`config.mk`:
```
export PLATFORM = sky130hd
export DESIGN_NAME = quad_x_motor_mixer_unit_flat
export DESIGN_NICKNAME = d
export VERILOG_FILES = /design/src/qxmm_pkg.sv /design/src/qxmm_in_if.sv /design/src/qxmm_out_if.sv /design/src/qxmm_base.sv /design/src/qxmm_mix.sv /design/src/quad_x_motor_mixer_unit.sv /design/src/flat_wrapper.sv
export SDC_FILE = /design/constraint.sdc
export NUM_CORES = 1
export LEC_CHECK = 0
export ABC_AREA = 1
export BUFFER_PORTS_ARGS = -buffer_cell sky130_fd_sc_hd__buf_2
export CAP_MARGIN = 20
export CORE_MARGIN = 2
export CORE_UTILIZATION = 55
export CTS_CLUSTER_SIZE = 30
export DETAILED_ROUTE_END_ITERATION = 6
export PLACE_DENSITY = 0.75
export SLEW_MARGIN = 20
export SYNTH_ARGS = -nofsm -noshare
export SYNTH_HDL_FRONTEND = slang
export SYNTH_HIERARCHICAL = 1
export SYNTH_SLANG_ARGS = --single-unit
```
`constraint.sdc`:
```
create_clock -name i_clk -period 14.9 [get_ports i_clk]
set_input_delay 2.98 -clock i_clk [delete_from_list [all_inputs] [get_ports i_clk]]
set_output_delay 2.98 -clock i_clk [all_outputs]
set_load 0.02 [all_outputs]
```
`src/qxmm_pkg.sv`:
```
`timescale 1ns / 1ps
// ----------------------------------------------------------------------------
// qxmm_pkg
// Types and constants shared by the quad X motor mixer modules.
// ----------------------------------------------------------------------------
package qxmm_pkg;

    // flight state codes
    localparam logic [1:0] ST_IDLE   = 2'd0;
    localparam logic [1:0] ST_FLIGHT = 2'd1;
    localparam logic [1:0] ST_TEST   = 2'd2;

    // pulse-width constants, microseconds
    localparam logic signed [12:0] ALT_CENTER = 13'sd1500;
    localparam logic signed [12:0] BASE_CAP   = 13'sd1800;
    localparam logic signed [13:0] MOTOR_MIN  = 14'sd1100;
    localparam logic signed [13:0] MOTOR_MAX  = 14'sd2000;
    localparam logic signed [11:0] IDLE_PULSE = 12'sd1000;

    localparam logic signed [9:0] OFFSET_RESET = 10'sd150;

    // one input transaction
    typedef struct packed {
        logic [1:0]         flight_state;
        logic               altitude_mode;
        logic [10:0]        rx_throttle;
        logic signed [10:0] pid_pitch;
        logic signed [10:0] pid_roll;
        logic signed [10:0] pid_yaw;
        logic signed [10:0] pid_altitude;
        logic signed [10:0] pilot_adjust;
    } t_item;

    // four motor pulse widths
    typedef struct packed {
        logic signed [11:0] motor1;
        logic signed [11:0] motor2;
        logic signed [11:0] motor3;
        logic signed [11:0] motor4;
    } t_motors;

endpackage

```
`src/qxmm_in_if.sv`:
```
`timescale 1ns / 1ps
// ----------------------------------------------------------------------------
// qxmm_in_if
// Valid/ready channel carrying one control-loop item into the mixer.
// ----------------------------------------------------------------------------
interface qxmm_in_if;
    logic               valid;
    logic               ready;
    logic [1:0]         flight_state;
    logic               altitude_mode;
    logic [10:0]        rx_throttle;
    logic signed [10:0] pid_pitch;
    logic signed [10:0] pid_roll;
    logic signed [10:0] pid_yaw;
    logic signed [10:0] pid_altitude;
    logic signed [10:0] pilot_adjust;

    modport source (
        output valid, flight_state, altitude_mode, rx_throttle,
               pid_pitch, pid_roll, pid_yaw, pid_altitude, pilot_adjust,
        input  ready
    );

    modport sink (
        input  valid, flight_state, altitude_mode, rx_throttle,
               pid_pitch, pid_roll, pid_yaw, pid_altitude, pilot_adjust,
        output ready
    );
endinterface

```
`src/qxmm_out_if.sv`:
```
`timescale 1ns / 1ps
// ----------------------------------------------------------------------------
// qxmm_out_if
// Valid/ready channel carrying the four ESC pulse widths.
// ----------------------------------------------------------------------------
interface qxmm_out_if;
    logic               valid;
    logic               ready;
    logic signed [11:0] motor1_pulse;
    logic signed [11:0] motor2_pulse;
    logic signed [11:0] motor3_pulse;
    logic signed [11:0] motor4_pulse;

    modport source (
        output valid, motor1_pulse, motor2_pulse, motor3_pulse, motor4_pulse,
        input  ready
    );

    modport sink (
        input  valid, motor1_pulse, motor2_pulse, motor3_pulse, motor4_pulse,
        output ready
    );
endinterface

```
`src/qxmm_base.sv`:
```
`timescale 1ns / 1ps
// ----------------------------------------------------------------------------
// qxmm_base
// Base throttle select and cap, plus the stored base used by test state.
// ----------------------------------------------------------------------------
module qxmm_base (
    input  logic               i_clk,
    input  logic               i_rst_n,
    input  qxmm_pkg::t_item    i_item,
    input  logic signed [9:0]  i_offset,
    input  logic               i_update,
    output logic signed [11:0] o_base,
    output logic signed [11:0] o_stored
);

    logic signed [12:0] w_rx;
    logic signed [12:0] w_off;
    logic signed [12:0] w_palt;
    logic signed [12:0] w_padj;
    logic signed [12:0] w_sum;
    logic signed [11:0] r_base;

    // sign/zero extend operands to 13 bits
    assign w_rx   = signed'({2'b00, i_item.rx_throttle});
    assign w_off  = {{3{i_offset[9]}}, i_offset};
    assign w_palt = {{2{i_item.pid_altitude[10]}}, i_item.pid_altitude};
    assign w_padj = {{2{i_item.pilot_adjust[10]}}, i_item.pilot_adjust};

    // altitude hold centers on 1500, otherwise follow the receiver
    always_comb begin
        if (i_item.altitude_mode) begin
            w_sum = qxmm_pkg::ALT_CENTER + w_off + w_palt + w_padj;
        end else begin
            w_sum = w_rx + w_off;
        end
    end

    // upper cap only; low values range down to -1060 and fit 12 bits
    always_comb begin
        if (w_sum > qxmm_pkg::BASE_CAP) begin
            o_base = qxmm_pkg::BASE_CAP[11:0];
        end else begin
            o_base = w_sum[11:0];
        end
    end

    // stored base from the last flight transaction
    always_ff @(posedge i_clk) begin
        if (!i_rst_n) begin
            r_base <= '0;
        end else if (i_update && (i_item.flight_state == qxmm_pkg::ST_FLIGHT)) begin
            r_base <= o_base;
        end
    end

    assign o_stored = r_base;

endmodule

```
`src/qxmm_mix.sv`:
```
`timescale 1ns / 1ps
// ----------------------------------------------------------------------------
// qxmm_mix
// X-frame motor mix with output clamp, and per-state output select.
// ----------------------------------------------------------------------------
module qxmm_mix (
    input  qxmm_pkg::t_item    i_item,
    input  logic signed [11:0] i_base,
    input  logic signed [11:0] i_stored,
    output qxmm_pkg::t_motors  o_motors
);

    function automatic logic signed [11:0] clamp_motor(input logic signed [13:0] v);
        logic signed [13:0] c;
        begin
            c = v;
            if (c < qxmm_pkg::MOTOR_MIN) c = qxmm_pkg::MOTOR_MIN;
            if (c > qxmm_pkg::MOTOR_MAX) c = qxmm_pkg::MOTOR_MAX;
            return c[11:0];
        end
    endfunction

    logic signed [13:0] w_b;
    logic signed [13:0] w_p;
    logic signed [13:0] w_r;
    logic signed [13:0] w_y;
    logic signed [13:0] w_m1;
    logic signed [13:0] w_m2;
    logic signed [13:0] w_m3;
    logic signed [13:0] w_m4;

    // extend to 14 bits: base +/- three PID terms stays within -4132..4871
    assign w_b = {{2{i_base[11]}}, i_base};
    assign w_p = {{3{i_item.pid_pitch[10]}}, i_item.pid_pitch};
    assign w_r = {{3{i_item.pid_roll[10]}}, i_item.pid_roll};
    assign w_y = {{3{i_item.pid_yaw[10]}}, i_item.pid_yaw};

    // X mix
    assign w_m1 = w_b - w_p + w_r - w_y;
    assign w_m2 = w_b + w_p + w_r + w_y;
    assign w_m3 = w_b + w_p - w_r - w_y;
    assign w_m4 = w_b - w_p - w_r + w_y;

    // output select; the unused code behaves as idle
    always_comb begin
        case (i_item.flight_state)
            qxmm_pkg::ST_FLIGHT: begin
                o_motors.motor1 = clamp_motor(w_m1);
                o_motors.motor2 = clamp_motor(w_m2);
                o_motors.motor3 = clamp_motor(w_m3);
                o_motors.motor4 = clamp_motor(w_m4);
            end
            qxmm_pkg::ST_TEST: begin
                o_motors.motor1 = i_stored;
                o_motors.motor2 = i_stored;
                o_motors.motor3 = i_stored;
                o_motors.motor4 = i_stored;
            end
            default: begin
                o_motors.motor1 = qxmm_pkg::IDLE_PULSE;
                o_motors.motor2 = qxmm_pkg::IDLE_PULSE;
                o_motors.motor3 = qxmm_pkg::IDLE_PULSE;
                o_motors.motor4 = qxmm_pkg::IDLE_PULSE;
            end
        endcase
    end

endmodule

```
`src/quad_x_motor_mixer_unit.sv`:
```
`timescale 1ns / 1ps
// ----------------------------------------------------------------------------
// quad_x_motor_mixer_unit
// Quadcopter X-frame motor mixer: four ESC pulse widths per control item.
// ----------------------------------------------------------------------------
// The mixer takes one transaction per clock while the output is not stalled
// and returns one transaction of four pulse widths for each. Each item
// passes the input register, then the result register; all base-throttle
// and mix arithmetic sits between them. Both stages advance together under
// output backpressure, so input ready stays high whenever the output side
// is ready. The user writes the take-off offset via i_cfg_we / i_cfg_wdata
// only while no transaction is in flight; the block does not enforce it.
module quad_x_motor_mixer_unit (
    input  logic       i_clk,
    input  logic       i_rst_n,
    input  logic       i_cfg_we,
    input  logic [9:0] i_cfg_wdata,
    qxmm_in_if.sink    i_in,
    qxmm_out_if.source o_out
);

    qxmm_pkg::t_item    r_item;
    logic               r_item_valid;
    logic signed [9:0]  r_offset;
    qxmm_pkg::t_motors  r_motors;
    logic               r_out_valid;

    qxmm_pkg::t_motors  n_motors;
    logic signed [11:0] w_base;
    logic signed [11:0] w_stored;
    logic               w_advance;
    logic               w_move;

    // pipeline control
    assign w_advance  = !r_out_valid || o_out.ready;
    assign w_move     = r_item_valid && w_advance;
    assign i_in.ready = !r_item_valid || w_advance;

    // configuration register
    always_ff @(posedge i_clk) begin
        if (!i_rst_n) begin
            r_offset <= qxmm_pkg::OFFSET_RESET;
        end else if (i_cfg_we) begin
            r_offset <= signed'(i_cfg_wdata);
        end
    end

    // input register
    always_ff @(posedge i_clk) begin
        if (!i_rst_n) begin
            r_item_valid <= 1'b0;
        end else if (i_in.ready) begin
            r_item_valid <= i_in.valid;
        end
    end

    always_ff @(posedge i_clk) begin
        if (i_in.valid && i_in.ready) begin
            r_item.flight_state  <= i_in.flight_state;
            r_item.altitude_mode <= i_in.altitude_mode;
            r_item.rx_throttle   <= i_in.rx_throttle;
            r_item.pid_pitch     <= i_in.pid_pitch;
            r_item.pid_roll      <= i_in.pid_roll;
            r_item.pid_yaw       <= i_in.pid_yaw;
            r_item.pid_altitude  <= i_in.pid_altitude;
            r_item.pilot_adjust  <= i_in.pilot_adjust;
        end
    end

    qxmm_base u_base (
        .i_clk    (i_clk),
        .i_rst_n  (i_rst_n),
        .i_item   (r_item),
        .i_offset (r_offset),
        .i_update (w_move),
        .o_base   (w_base),
        .o_stored (w_stored)
    );

    qxmm_mix u_mix (
        .i_item   (r_item),
        .i_base   (w_base),
        .i_stored (w_stored),
        .o_motors (n_motors)
    );

    // result register
    always_ff @(posedge i_clk) begin
        if (!i_rst_n) begin
            r_out_valid <= 1'b0;
        end else if (w_advance) begin
            r_out_valid <= r_item_valid;
        end
    end

    always_ff @(posedge i_clk) begin
        if (w_move) begin
            r_motors <= n_motors;
        end
    end

    assign o_out.valid        = r_out_valid;
    assign o_out.motor1_pulse = r_motors.motor1;
    assign o_out.motor2_pulse = r_motors.motor2;
    assign o_out.motor3_pulse = r_motors.motor3;
    assign o_out.motor4_pulse = r_motors.motor4;

endmodule

```
`src/flat_wrapper.sv`:
```
// flat-port wrapper written by rule: the top's interface ports become plain ports
module quad_x_motor_mixer_unit_flat 
  (i_clk, i_rst_n, i_cfg_we, i_cfg_wdata, i_in_valid, i_in_flight_state, i_in_altitude_mode, i_in_rx_throttle, i_in_pid_pitch, i_in_pid_roll, i_in_pid_yaw, i_in_pid_altitude, i_in_pilot_adjust, i_in_ready, o_out_valid, o_out_motor1_pulse, o_out_motor2_pulse, o_out_motor3_pulse, o_out_motor4_pulse, o_out_ready);
  qxmm_in_if i_in_i ();
  qxmm_out_if o_out_i ();
  input  logic i_clk;
  input  logic i_rst_n;
  input  logic i_cfg_we;
  input  logic [9:0] i_cfg_wdata;
  input wire logic [$bits(i_in_i.valid)-1:0] i_in_valid;
  input wire logic [$bits(i_in_i.flight_state)-1:0] i_in_flight_state;
  input wire logic [$bits(i_in_i.altitude_mode)-1:0] i_in_altitude_mode;
  input wire logic [$bits(i_in_i.rx_throttle)-1:0] i_in_rx_throttle;
  input wire logic [$bits(i_in_i.pid_pitch)-1:0] i_in_pid_pitch;
  input wire logic [$bits(i_in_i.pid_roll)-1:0] i_in_pid_roll;
  input wire logic [$bits(i_in_i.pid_yaw)-1:0] i_in_pid_yaw;
  input wire logic [$bits(i_in_i.pid_altitude)-1:0] i_in_pid_altitude;
  input wire logic [$bits(i_in_i.pilot_adjust)-1:0] i_in_pilot_adjust;
  output wire logic [$bits(i_in_i.ready)-1:0] i_in_ready;
  output wire logic [$bits(o_out_i.valid)-1:0] o_out_valid;
  output wire logic [$bits(o_out_i.motor1_pulse)-1:0] o_out_motor1_pulse;
  output wire logic [$bits(o_out_i.motor2_pulse)-1:0] o_out_motor2_pulse;
  output wire logic [$bits(o_out_i.motor3_pulse)-1:0] o_out_motor3_pulse;
  output wire logic [$bits(o_out_i.motor4_pulse)-1:0] o_out_motor4_pulse;
  input wire logic [$bits(o_out_i.ready)-1:0] o_out_ready;
  assign i_in_i.valid = i_in_valid;
  assign i_in_i.flight_state = i_in_flight_state;
  assign i_in_i.altitude_mode = i_in_altitude_mode;
  assign i_in_i.rx_throttle = i_in_rx_throttle;
  assign i_in_i.pid_pitch = i_in_pid_pitch;
  assign i_in_i.pid_roll = i_in_pid_roll;
  assign i_in_i.pid_yaw = i_in_pid_yaw;
  assign i_in_i.pid_altitude = i_in_pid_altitude;
  assign i_in_i.pilot_adjust = i_in_pilot_adjust;
  assign i_in_ready = i_in_i.ready;
  assign o_out_valid = o_out_i.valid;
  assign o_out_motor1_pulse = o_out_i.motor1_pulse;
  assign o_out_motor2_pulse = o_out_i.motor2_pulse;
  assign o_out_motor3_pulse = o_out_i.motor3_pulse;
  assign o_out_motor4_pulse = o_out_i.motor4_pulse;
  assign o_out_i.ready = o_out_ready;
  quad_x_motor_mixer_unit u_core (.i_clk(i_clk), .i_rst_n(i_rst_n), .i_cfg_we(i_cfg_we), .i_cfg_wdata(i_cfg_wdata), .i_in(i_in_i), .o_out(o_out_i));
endmodule
```
# Word-level counts from Yosys, hierarchy flattened

Index checks and enable logic that the tools add are counted.

Add/sub/neg operators: 14
Order comparisons: 9
Equality and inequality tests: 2
Multiplexer cells: 15
Reductions and logical operators: 7

Operators with widths:

| kind                                                 | count |
|---|---|
| 2-to-1 mux 14 bit                                    | 8 |
| one-hot mux 48 bit (2 select lines)                  | 1 |
| 2-to-1 mux 12 bit                                    | 5 |
| > comparator 14 x 12 -> 1 bit, second input constant | 4 |
| < comparator 14 x 12 -> 1 bit, second input constant | 4 |
| adder 13 x 11 -> 14 bit                              | 2 |
| adder 14 x 11 -> 14 bit                              | 2 |
| subtractor 13 x 11 -> 14 bit                         | 2 |
| subtractor 14 x 11 -> 14 bit                         | 2 |
| adder 13 x 11 -> 13 bit                              | 2 |
| adder 12 x 10 -> 13 bit                              | 1 |
| adder 12 x 10 -> 13 bit, first input constant        | 1 |
| adder 12 x 11 -> 13 bit                              | 1 |
| > comparator 13 x 12 -> 1 bit, second input constant | 1 |
| 2-to-1 mux 13 bit                                    | 1 |
| subtractor 12 x 11 -> 13 bit                         | 1 |
| logical AND 1 bit                                    | 3 |
| equality test 2 x 1 -> 1 bit, second input constant  | 1 |
| equality test 2 bit, second input constant           | 1 |
| zero test 1 bit                                      | 2 |
| logical OR 1 bit                                     | 2 |

Flip-flop bits (word level): 141
Input bits: 84
Output and inout port bits: 50
Logic and storage cells: 63

# Longest topological paths before layout

Gate-level depths: netlist (run 1).

Depth in word-level cells: 15
Mapped depth: 57
Mapped depth without buffers: 56

# Modules after synthesis

Netlist (run 1), hierarchy kept.

By module, submodules not included:

| module                  | instances | cells each | area each (µm²) | sequential area each (µm²) |
|---|---|---|---|---|
| qxmm_mix                | 1         | 1053       | 6351.1          | 0.0 |
| quad_x_motor_mixer_unit | 1         | 173        | 3997.6          | 3753.6 |
| qxmm_base               | 1         | 403        | 2492.4          | 240.2 |

# Least setup slack after synthesis (run 1)

No wires, ideal clock.

Path type: reg2reg
From: register u_core/r_item[1] (netlist name)
To: register u_core.r_motors (netlist bit u_core/o_out.motor4_pulse[8]), data pin
Library setup time: 0.273 ns
Arrival time: 7.335 ns
Required time: 14.627 ns
Setup slack: 7.292 ns
Cell stages (with the launch flop): 51
Buffers on the path: 1
Clock period less this slack: 7.608 ns
Cells stage by stage: edfxtp_1 > fa_1 > fa_1 > ha_1 > fa_1 > nand3_1 > nand2_1 > o21ai_0 > inv_1 > nand2_1 > nand2_1 > nor2_1 > nand2_1 > nand3_1 > nand2_1 > nand2_2 > buf_6 > nand2_2 > [... 15 more ...] > nand2_1 > nand2_1 > a21oi_1 > xor2_1 > nor2_1 > ha_1 > inv_1 > nand2_1 > nor2_1 > nand2_1 > nand2_1 > nand2_1 > nand2_1 > nor2_2 > nand2_2 > nand2_4 > nand3_4 > o211ai_1

RTL lines:

| what                   | RTL line                      | text |
|---|---|---|
| start: declaration     | quad_x_motor_mixer_unit.sv:22 | `qxmm_pkg::t_item r_item;` |
| end signal: assignment | quad_x_motor_mixer_unit.sv:98 | `r_motors <= n_motors;` |
| end: declaration       | quad_x_motor_mixer_unit.sv:25 | `qxmm_pkg::t_motors r_motors;` |

==> summary.txt, run 1 <==
CTS
  • Latest clock arrival within the worst-skew pair: 430 ps
  • TritonCTS clock tree: built
  • Root buffer cell: clkbuf_16
  • Sink Count: 141
  • CTS Buf Count: 17
  • H-tree levels: 4
  • CTS max path bufs: 2
  • Cts hold-fix bufs: 0
  • Clock transition at path regs: 60 ps
  • Post CTS Setup Buffer Count: 0
  • CTS resizes: 0

Cells and area
  • Filler cell count: 2028
  • Ant diodes: 0
  • Most common cell after layout, fill and taps aside: nand2_1
  • Area delta synth->final: 12.4%
  • Final net count: 2038
  • Layout cell share with drive strength beyond 1: 14.0%
  • Most frequent cells in the layout: nand2_1 (392), inv_1 (319), buf_2 (133)

Timing
  • Relative slew slack: roughly 37%
  • Peak Freq: 111 MHz
  • Final setup TNS: 0 ps
  • RSZ-0062 raised after global routing: false
  • Clock skew: 12.1 ps
  • Crit share post-route: 60.5%
  • Hold Fails Final Rpt: 0
  • Period minus WS final: between 9000 and 10000 ps
  • Slew @ Worst Pin: 952 ps
  • Final Max Tran Viols: 0
  • Setup violators final: 0

Min path
  • Min-delay src: u_core/u_base/o_stored[11]
  • Hold crit path type: reg -> reg
  • WHS Endpoint: u_core/u_base/o_stored[11]
  • Hold path depth: 2

Floorplanning
  • Die W: 157 µm
  • Ports: around 130
  • Die area: 0.0246 mm²
  • Row Count: 55
  • DIE HEIGHT: around 160 µm
  • Core Box Area: around 0.023 mm²
  • Initial core utilization: 56.4%

Route
  • Post-route ant nets: 0
  • Initial DRC count: 794
  • Via count: 11.1k
  • Vias/cell: ~5.3
  • Mean routed wirelength per cell: ~16 µm
  • DR pass1 iterations: 7
  • DRT Wirelength: approximately 34000 µm
  • DR DRC count: 0

Global routing
  • Tot GR Track Use: roughly 28%
  • Initial antenna violation count: 0
  • First-pass GRT wire length: 53900 µm
  • Largest net degree at the start of global routing: 70
  • Gr ovfl total: 0
  • Vias in the first global route: 11.0k

Synthesis
  • Register area share after synthesis: between 30% and 40%
  • Syn Area/Cell: between 7 and 8 µm²
  • Yosys warns: 6
  • Synth top area cells: edfxtp_1 (27%), nand2_1 (11%), ha_1 (11%)
  • Syn nets: between 1.5k and 2k
  • Post-synthesis cell area: 0.0128 mm²
  • Post-synth EDFFs: 117
  • Asr flop ratio synth: 0%
  • Top FF cell, synth: edfxtp_1
  • Top cell type's share of synthesized area: a little over a quarter
  • Synth cell types: 48
  • Synth area leader: edfxtp_1
  • Synth Instances: 1629
  • Seq cells post-synth: 141

Placed design
  • GPL Wtd Cong: 0.964
  • PortBufs: approximately 130
  • HPWL after DPL: 27300 µm

Setup path
  • RR Startpoint: u_core/r_item[1]
  • Flop-to-flop setup slack: between 5000 and 6000 ps
  • Critical Path RT: 15170 ps
  • Worst Reg2Reg Path Length in Cells: 53
  • Worst Setup Start Kind: flop
  • Slowest cell delay on critical path: 510 ps
  • Crit path DAT: 9280 ps
  • Crit Path Max Fanout: 11
  • Crit. End Element: flop
  • Setup CP Type: reg -> reg
  • Worst r2r dst: u_core/o_out.motor4_pulse[1]
  • Crit-path slowest cell: fa_1
  • CP dominant cell by count: nand2_1

Status
  • Status: complete, no violations

Job
  • Max-cap viol count: 0
[sequential cells by signal, indices dropped and copies added, names as in the netlist]
signal,count
u_core/o_out.motor1_pulse,12
u_core/o_out.motor2_pulse,12
u_core/o_out.motor3_pulse,12
u_core/o_out.motor4_pulse,12
u_core/o_out.valid,1
u_core/r_item,69
u_core/r_item_valid,1
u_core/r_offset,10
u_core/u_base/o_stored,12
[final cells by class]
type,instances,area (µm²),area share [%]
clock buffers,19,443,3.07
flip-flops and latches,141,3990,27.7
clock inverters,13,156,1.08
well taps,313,392,2.71
repair buffers,138,703,4.87
multi-input cells,1143,7520,52.1
inverters,328,1230,8.53
[logic make-up (layout without fill, tap and decap cells)]
logic type / after synthesis / in the layout / synth area share [%]
buffers and inverters: 345 / 498 / 10.4
xor gates and xnor gates: 40 / 40 / 2.85
and+or+nand+nor: 719 / 719 / 24.5
DFF: 141 / 141 / 31.1
AOI/OAI and AO/OA: 199 / 199 / 9.03
adders and majority gates: 185 / 185 / 22.1
[worst max path at each step]
| stage | start | cells past startpoint | end |
|---|---|---|---|
| finish | u_core/r_item[1] | 53 | u_core/o_out.motor4_pulse[1] |
| floorplan | u_core/r_item[1] | 50 | u_core/o_out.motor4_pulse[8] |
| detailed placement | u_core/r_item[1] | 52 | u_core/o_out.motor4_pulse[9] |
| global route | u_core/r_item[1] | 50 | u_core/o_out.motor4_pulse[1] |
| CTS | u_core/r_item[1] | 53 | u_core/o_out.motor4_pulse[1] |
| global placement | u_core/r_item[1] | 52 | u_core/o_out.motor4_pulse[8] |
[critical path: cells and delay by family (launching register included)]
family                     cells  cell delay (ps)
adders and majority gates      9             3390
and+or+nand+nor               30             2530
AOI/OAI and AO/OA              6             1330
xor gates and xnor gates       2              640
buffers and inverters          6              570
DFF                            1              390
[metrics by stage]
stage	util (%)	hold WS (ps)	std cells	area (µm²)	setup WS [ps]
global route	63.4	520	2095	14400	5210
global placement	60.8	478	2063	13800	6060
CTS	63.4	492	2095	14400	5970
floorplan	-	452	1629	12800	7290
detailed placement	60.8	482	2063	13800	6040
finish	63.4	486	2095	14400	5890
[synthesized netlist by cell type (3+ instances only)]
library cell and instances:
ha_1 116, fa_1 69, or2_1 4, dfxtp_1 24
edfxtp_1 117, nor2_2 8, nand2_2 25, o21ai_1 11
nand2_4 4, nand4_1 15, nor2_1 109, buf_6 3
a21oi_2 10, nand3b_1 14, xnor2_1 9, inv_1 320
nand2_1 392, xor2_1 29, buf_2 6, clkbuf_1 6
a21boi_0 3, o21ai_0 35, o21ai_2 6, or2_2 4
inv_2 8, o21bai_1 8, nand3_2 5, a31oi_1 7
a21oi_1 99, nand3_1 124, o211ai_1 9, nor3_1 10
[per-layer routing]
layer	part of all wire, %	GRT usage [%]
met1	40	32.7
met2	51	52.1
met3	4.6	3.93
met4	3.7	12.1
met5	0	0
Power of run 1 is not shown: default switching activity piles up to over one toggle a cycle in this logic, so the estimate is an artifact.
==> run 2: changes to the inputs <==
- ABC_AREA: 1 -> 0
- PLACE_DENSITY: 0.75 -> 0.76
- clock period: 14.9 -> 8.3 ns (I/O delays scaled with it)
==> summary.txt, run 2 <==
Status
  • Status: finished, violations left
  • Failing checks: setup timing

Setup path
  • Critical Path RT: between 8000 and 9000 ps
  • RR Startpoint: u_core/r_item[12]
  • Flop-to-flop setup slack: -1240 ps
  • Crit-path slowest cell: or4b_4
  • Crit. End Element: flop
  • Slowest cell delay on critical path: 510 ps
  • Crit path from: u_core/r_item[12]
  • Crit Path Max Fanout: 8
  • Setup CP Type: reg -> reg
  • Crit path DAT: 9710 ps
  • Worst Setup Start Kind: flop

Floorplanning
  • Die W: 152 µm
  • Core Box Area: 0.0217 mm²
  • Initial core utilization: 55.7%
  • DIE HEIGHT: 152 µm
  • Die area: 0.0232 mm²
  • Row Count: 54
  • Ports: 134

Timing
  • Final Max Tran Viols: 0
  • Hold Fails Final Rpt: 0
  • Final WS setup: -1240 ps
  • Relative slew slack: 38.4%
  • Peak Freq: about 100 MHz
  • RSZ-0062 raised after global routing: true
  • Setup violators final: 48
  • Clock skew: 17.6 ps
  • Period minus WS final: around 9500 ps
  • Slew @ Worst Pin: 924 ps
  • Crit share post-route: 115%

Cells and area
  • Ant diodes: 0
  • Reg with most FFs: u_core/r_item
  • Largest register FFs: 69
  • Post-route cell area: 0.0170 mm²
  • Layout cell share with drive strength beyond 1: 39.4%
  • Most common cell after layout, fill and taps aside: buf_4
  • Area delta synth->final: 40.7%
  • Final net count: around 1.9k
  • Most frequent cells in the layout: buf_4 (327), inv_1 (142), buf_2 (133)

Placed design
  • Post-DP Area: 0.0154 mm²
  • PortBufs: 133
  • HPWL after DPL: 28200 µm
  • GPL Wtd Cong: 0.981

Job
  • Max-cap viol count: 0

CTS
  • Root buffer cell: clkbuf_16
  • CTS Buf Count: 17
  • Clock transition at path regs: 70 ps
  • TritonCTS clock tree: built
  • CTS max path bufs: 2
  • H-tree levels: 4
  • Sink Count: 141
  • Latest clock arrival within the worst-skew pair: about 440 ps

Synthesis
  • Synth Instances: between 1k and 1.5k
  • Top cell type's share of synthesized area: 29.1%
  • Most frequent cell after synthesis: inv_1
  • Synth area leader: edfxtp_1
  • Yosys warns: 6
  • Seq cells post-synth: 141
  • Syn nets: 1478
  • Synth cell types: 89
  • Post-synth EDFFs: between 100 and 150
  • Top FF cell, synth: edfxtp_1
  • Asr flop ratio synth: 0%
  • Synth cell count leaders: inv_1 (148), edfxtp_1 (117), ha_1 (116), a21oi_1 (80), nor2_1 (71)
  • Syn Area/Cell: 9.99 µm²
  • Synth top area cells: edfxtp_1 (29%), ha_1 (12%), fa_1 (11%)
  • Post-synthesis cell area: 0.0121 mm²
  • Register area share after synthesis: 33.1%

Min path
  • Min-delay src: u_core/u_base/o_stored[2]
  • Hold crit path type: reg -> reg

Route
  • DRT Wirelength: 38000 µm
  • DR pass1 iterations: 7
  • Vias/cell: 5.74
  • Post-route ant nets: 0
  • Initial DRC count: 708
  • DR DRC count: 0
  • Mean routed wirelength per cell: 19.3 µm
  • Via count: 11.3k

Global routing
  • First-pass GRT wire length: 58700 µm
  • Initial antenna violation count: 0
  • Gr ovfl total: 0
  • Vias in the first global route: 11.8k
  • Tot GR Track Use: 31.9%
  • Largest net degree at the start of global routing: 70
-- run 2: final timing paths --
check	end	cells past startpoint
setup / recovery	u_core/o_out.motor2_pulse[0]	42
hold / removal	u_core/u_base/o_stored[2]	2
setup reg to reg	u_core/o_out.motor2_pulse[0]	42
hold reg to reg	u_core/u_base/o_stored[2]	2
-- run 2: per-layer routing --
layer / track usage, % / share of wire [%]
met4: 17.2 / 6.0
met2: 58.7 / 52
met5: 0 / 0
met3: 4.47 / 4.8
met1: 35.8 / 37
-- run 2: worst max-delay path, delay by kind of cell, from the launching register on --
| family | cells | cell delay, ps |
|---|---|---|
| compound gates | 17 | 3400 |
| xor+xnor | 3 | 460 |
| fa+ha+maj | 9 | 2890 |
| buf+inv | 6 | 920 |
| flops | 1 | 410 |
| mux | 1 | 110 |
| simple gates | 6 | 1060 |
-- run 2: layout make-up --
type / count / area (µm²)
fill: 1404 / 4700
tap: 280 / 350
inverter: 151 / 569
clock buffer: 17 / 425
sequential: 141 / 3990
timing repair buffer: 470 / 3250
multi-input combinational: 893 / 8220
clock inverter: 15 / 173
-- run 2: metrics by stage --
stage	utilization, %	hold WS, ps	setup TNS (ps)	instances	worst slack [ps]
2_1_floorplan	-	451	-11640	1209	-547
4_1_cts	77.1	532	-36820	1959	-1110
5_1_grt	78.3	571	-60060	1967	-1550
6_report	78.3	562	-44260	1967	-1240
3_3_place_gp	70.8	515	-43840	1889	-1500
3_5_place_dp	70.8	520	-51350	1889	-1610
-- run 2: cells by family (layout without fill, tap and decap cells) --
| kind of cell | count (synthesis) | after routing | share of synthesized area, % |
|---|---|---|---|
| AOI/OAI and AO/OA | 338 | 338 | 19.0 |
| muxes | 15 | 15 | 1.26 |
| adders and majority gates | 185 | 185 | 23.5 |
| buffers and inverters | 175 | 653 | 5.67 |
| DFF | 141 | 141 | 33.1 |
| xor gates and xnor gates | 82 | 82 | 5.95 |
| and+or+nand+nor | 273 | 273 | 11.5 |
-- run 2: repair_timing --
item	CTS	global route
resized for setup	100	49
hold buffers	0	0
buffers inserted	39	13
endpoints found under the setup margin	48	48
pin swaps	91	57
Power of run 2 is left out for the same reason.
==> run 3: changes to the inputs <==
- SYNTH_HIERARCHICAL: 1 -> default
==> summary.txt, run 3 <==
Status
  • Status: finished, violations left
  • Failing checks: setup timing

Timing
  • Final Max Tran Viols: 0
  • RSZ-0062 raised after global routing: true
  • Relative slew slack: 33.7%
  • Final WS setup: -1090 ps
  • Hold Fails Final Rpt: 0
  • Period minus WS final: 9390 ps
  • Slew @ Worst Pin: between 900 and 1000 ps
  • Crit share post-route: 113%
  • Peak Freq: 107 MHz
  • Clock skew: between 15 and 20 ps
  • Setup violators final: 48

Synthesis
  • Most frequent cell after synthesis: inv_1
  • Synth cell types: 69
  • Register area share after synthesis: 33.6%
  • Asr flop ratio synth: 0%
  • Syn nets: 1483
  • Top cell type's share of synthesized area: between 20 and 30%
  • Synth cell count leaders: inv_1 (159), edfxtp_1 (117), ha_1 (117), a21oi_1 (92), nand2_1 (85)
  • Synth top area cells: edfxtp_1 (30%), ha_1 (12%), fa_1 (11%)
  • Yosys warns: 0
  • Synth area leader: edfxtp_1
  • Top FF cell, synth: edfxtp_1
  • Seq cells post-synth: 141
  • Syn Area/Cell: 9.78 µm²
  • Post-synthesis cell area: 0.0119 mm²
  • Synth Instances: 1215
  • Post-synth EDFFs: 117

Setup path
  • Setup CP Type: reg -> reg
  • Crit path DAT: 9650 ps
  • Critical Path RT: 8560 ps
  • Crit-path slowest cell: or4b_4
  • Slowest cell delay on critical path: 570 ps
  • CP top delay family: compound AO/OA/AOI/OAI gates
  • CP dominant cell by count: ha_1
  • WP buf/inv: 3
  • Crit. End Element: flop
  • Worst Setup Start Kind: flop
  • Crit Path Max Fanout: 7

CTS
  • CTS Buf Count: 17
  • H-tree levels: 4
  • Clock transition at path regs: 70 ps
  • Root buffer cell: clkbuf_16
  • TritonCTS clock tree: built
  • CTS max path bufs: 2
  • Latest clock arrival within the worst-skew pair: 440 ps
  • Sink Count: 141
  • Cts hold-fix bufs: 0

Cells and area
  • Area delta synth->final: 46.2%
  • Most frequent cells in the layout: buf_4 (323), inv_1 (147), buf_2 (133)
  • Reg with most FFs: u_core.r_item
  • Ant diodes: 0
  • Most common cell after layout, fill and taps aside: buf_4
  • Largest register FFs: 69
  • Final net count: 1949
  • Layout cell share with drive strength beyond 1: 42.1%
  • Post-route cell area: ~0.017 mm²

Route
  • DR DRC count: 0
  • Initial DRC count: 928
  • Vias/cell: ~5.9
  • Via count: ~12k
  • DR pass1 iterations: 6
  • Mean routed wirelength per cell: 20.5 µm
  • DRT Wirelength: 40300 µm
  • Post-route ant nets: 0

Global routing
  • Tot GR Track Use: 33.7%
  • Vias in the first global route: 11.6k
  • Initial antenna violation count: 0
  • Gr ovfl total: 0
  • First-pass GRT wire length: 58700 µm
  • Largest net degree at the start of global routing: 70

Floorplanning
  • Die area: 0.0228 mm²
  • Die W: 151 µm
  • Row Count: 53
  • Ports: 134
  • Core Box Area: 0.0211 mm²
  • Initial core utilization: between 50% and 60%
  • DIE HEIGHT: 151 µm

Job
  • Max-cap viol count: 0

Min path
  • Hold crit path type: reg -> reg

Placed design
  • GPL Wtd Cong: 0.964
  • Pre-CTS setup slack: -867 ps
  • HPWL after DPL: approximately 28000 µm
  • PortBufs: 133
  • Post-DP Area: 0.0151 mm²
## run 3: cells by family after synthesis
logic type	after synthesis	synth area share, %
buffers and inverters	188	5.94
adders and majority gates	184	23.6
xor gates and xnor gates	81	5.97
DFF	141	33.6
muxes	11	0.927
AOI/OAI and AO/OA	312	17.8
and+or+nand+nor	298	12.2
## run 3: per-layer routing
| metal | track usage, % | part of all wire (%) |
|---|---|---|
| met4 | 17.1 | 6.0 |
| met1 | 39.4 | 38 |
| met2 | 60.0 | 49 |
| met3 | 5.27 | 6.8 |
| met5 | 0 | 0 |
## run 3: path summary, 6_finish.rpt
check                            start                            to  slack (ps)  cells after the start
max                  u_core.r_item[12]  u_core.o_out.motor1_pulse[0]       -1090                     37
min          u_core.u_base.o_stored[2]     u_core.u_base.o_stored[2]         510                      2
max reg2reg          u_core.r_item[12]  u_core.o_out.motor1_pulse[0]       -1090                     37
min reg2reg  u_core.u_base.o_stored[2]     u_core.u_base.o_stored[2]         510                      2
## run 3: worst reg2reg max path, delay by kind of cell (launching register included)
family,cells,cell delay [ps]
xor gates and xnor gates,3,650
and+or+nand+nor,5,1230
adders and majority gates,8,2780
AOI/OAI and AO/OA,18,3670
DFF,1,420
buffers and inverters,3,440
## run 3: area by class of cell
cell class	instances	area (µm²)
flip-flops and latches	141	3990
clock inverters	14	184
fillers	1199	3710
repair buffers	476	3320
clock buffers	18	429
well taps	275	344
inverters	159	601
multi-input cells	886	8510
## run 3: repair_timing
item	in CTS	in global routing
setup buffers	47	15
cloned	1	0
pin swaps	75	61
resized for setup	150	90
setup endpoints to repair	48	48
## run 3: stage by stage
step | TNS (ps) | utilization (%) | std cells | hold WS (ps)
6_report | -32740 | 82.4 | 1969 | 510
5_1_grt | -43960 | 82.4 | 1969 | 511
4_1_cts | -11460 | 79.7 | 1955 | 486
3_5_place_dp | -27970 | 71.7 | 1878 | 477
3_3_place_gp | -25040 | 71.7 | 1878 | 476
2_1_floorplan | -2980 | - | 1215 | 439
Power of run 3 is left out for the same reason.
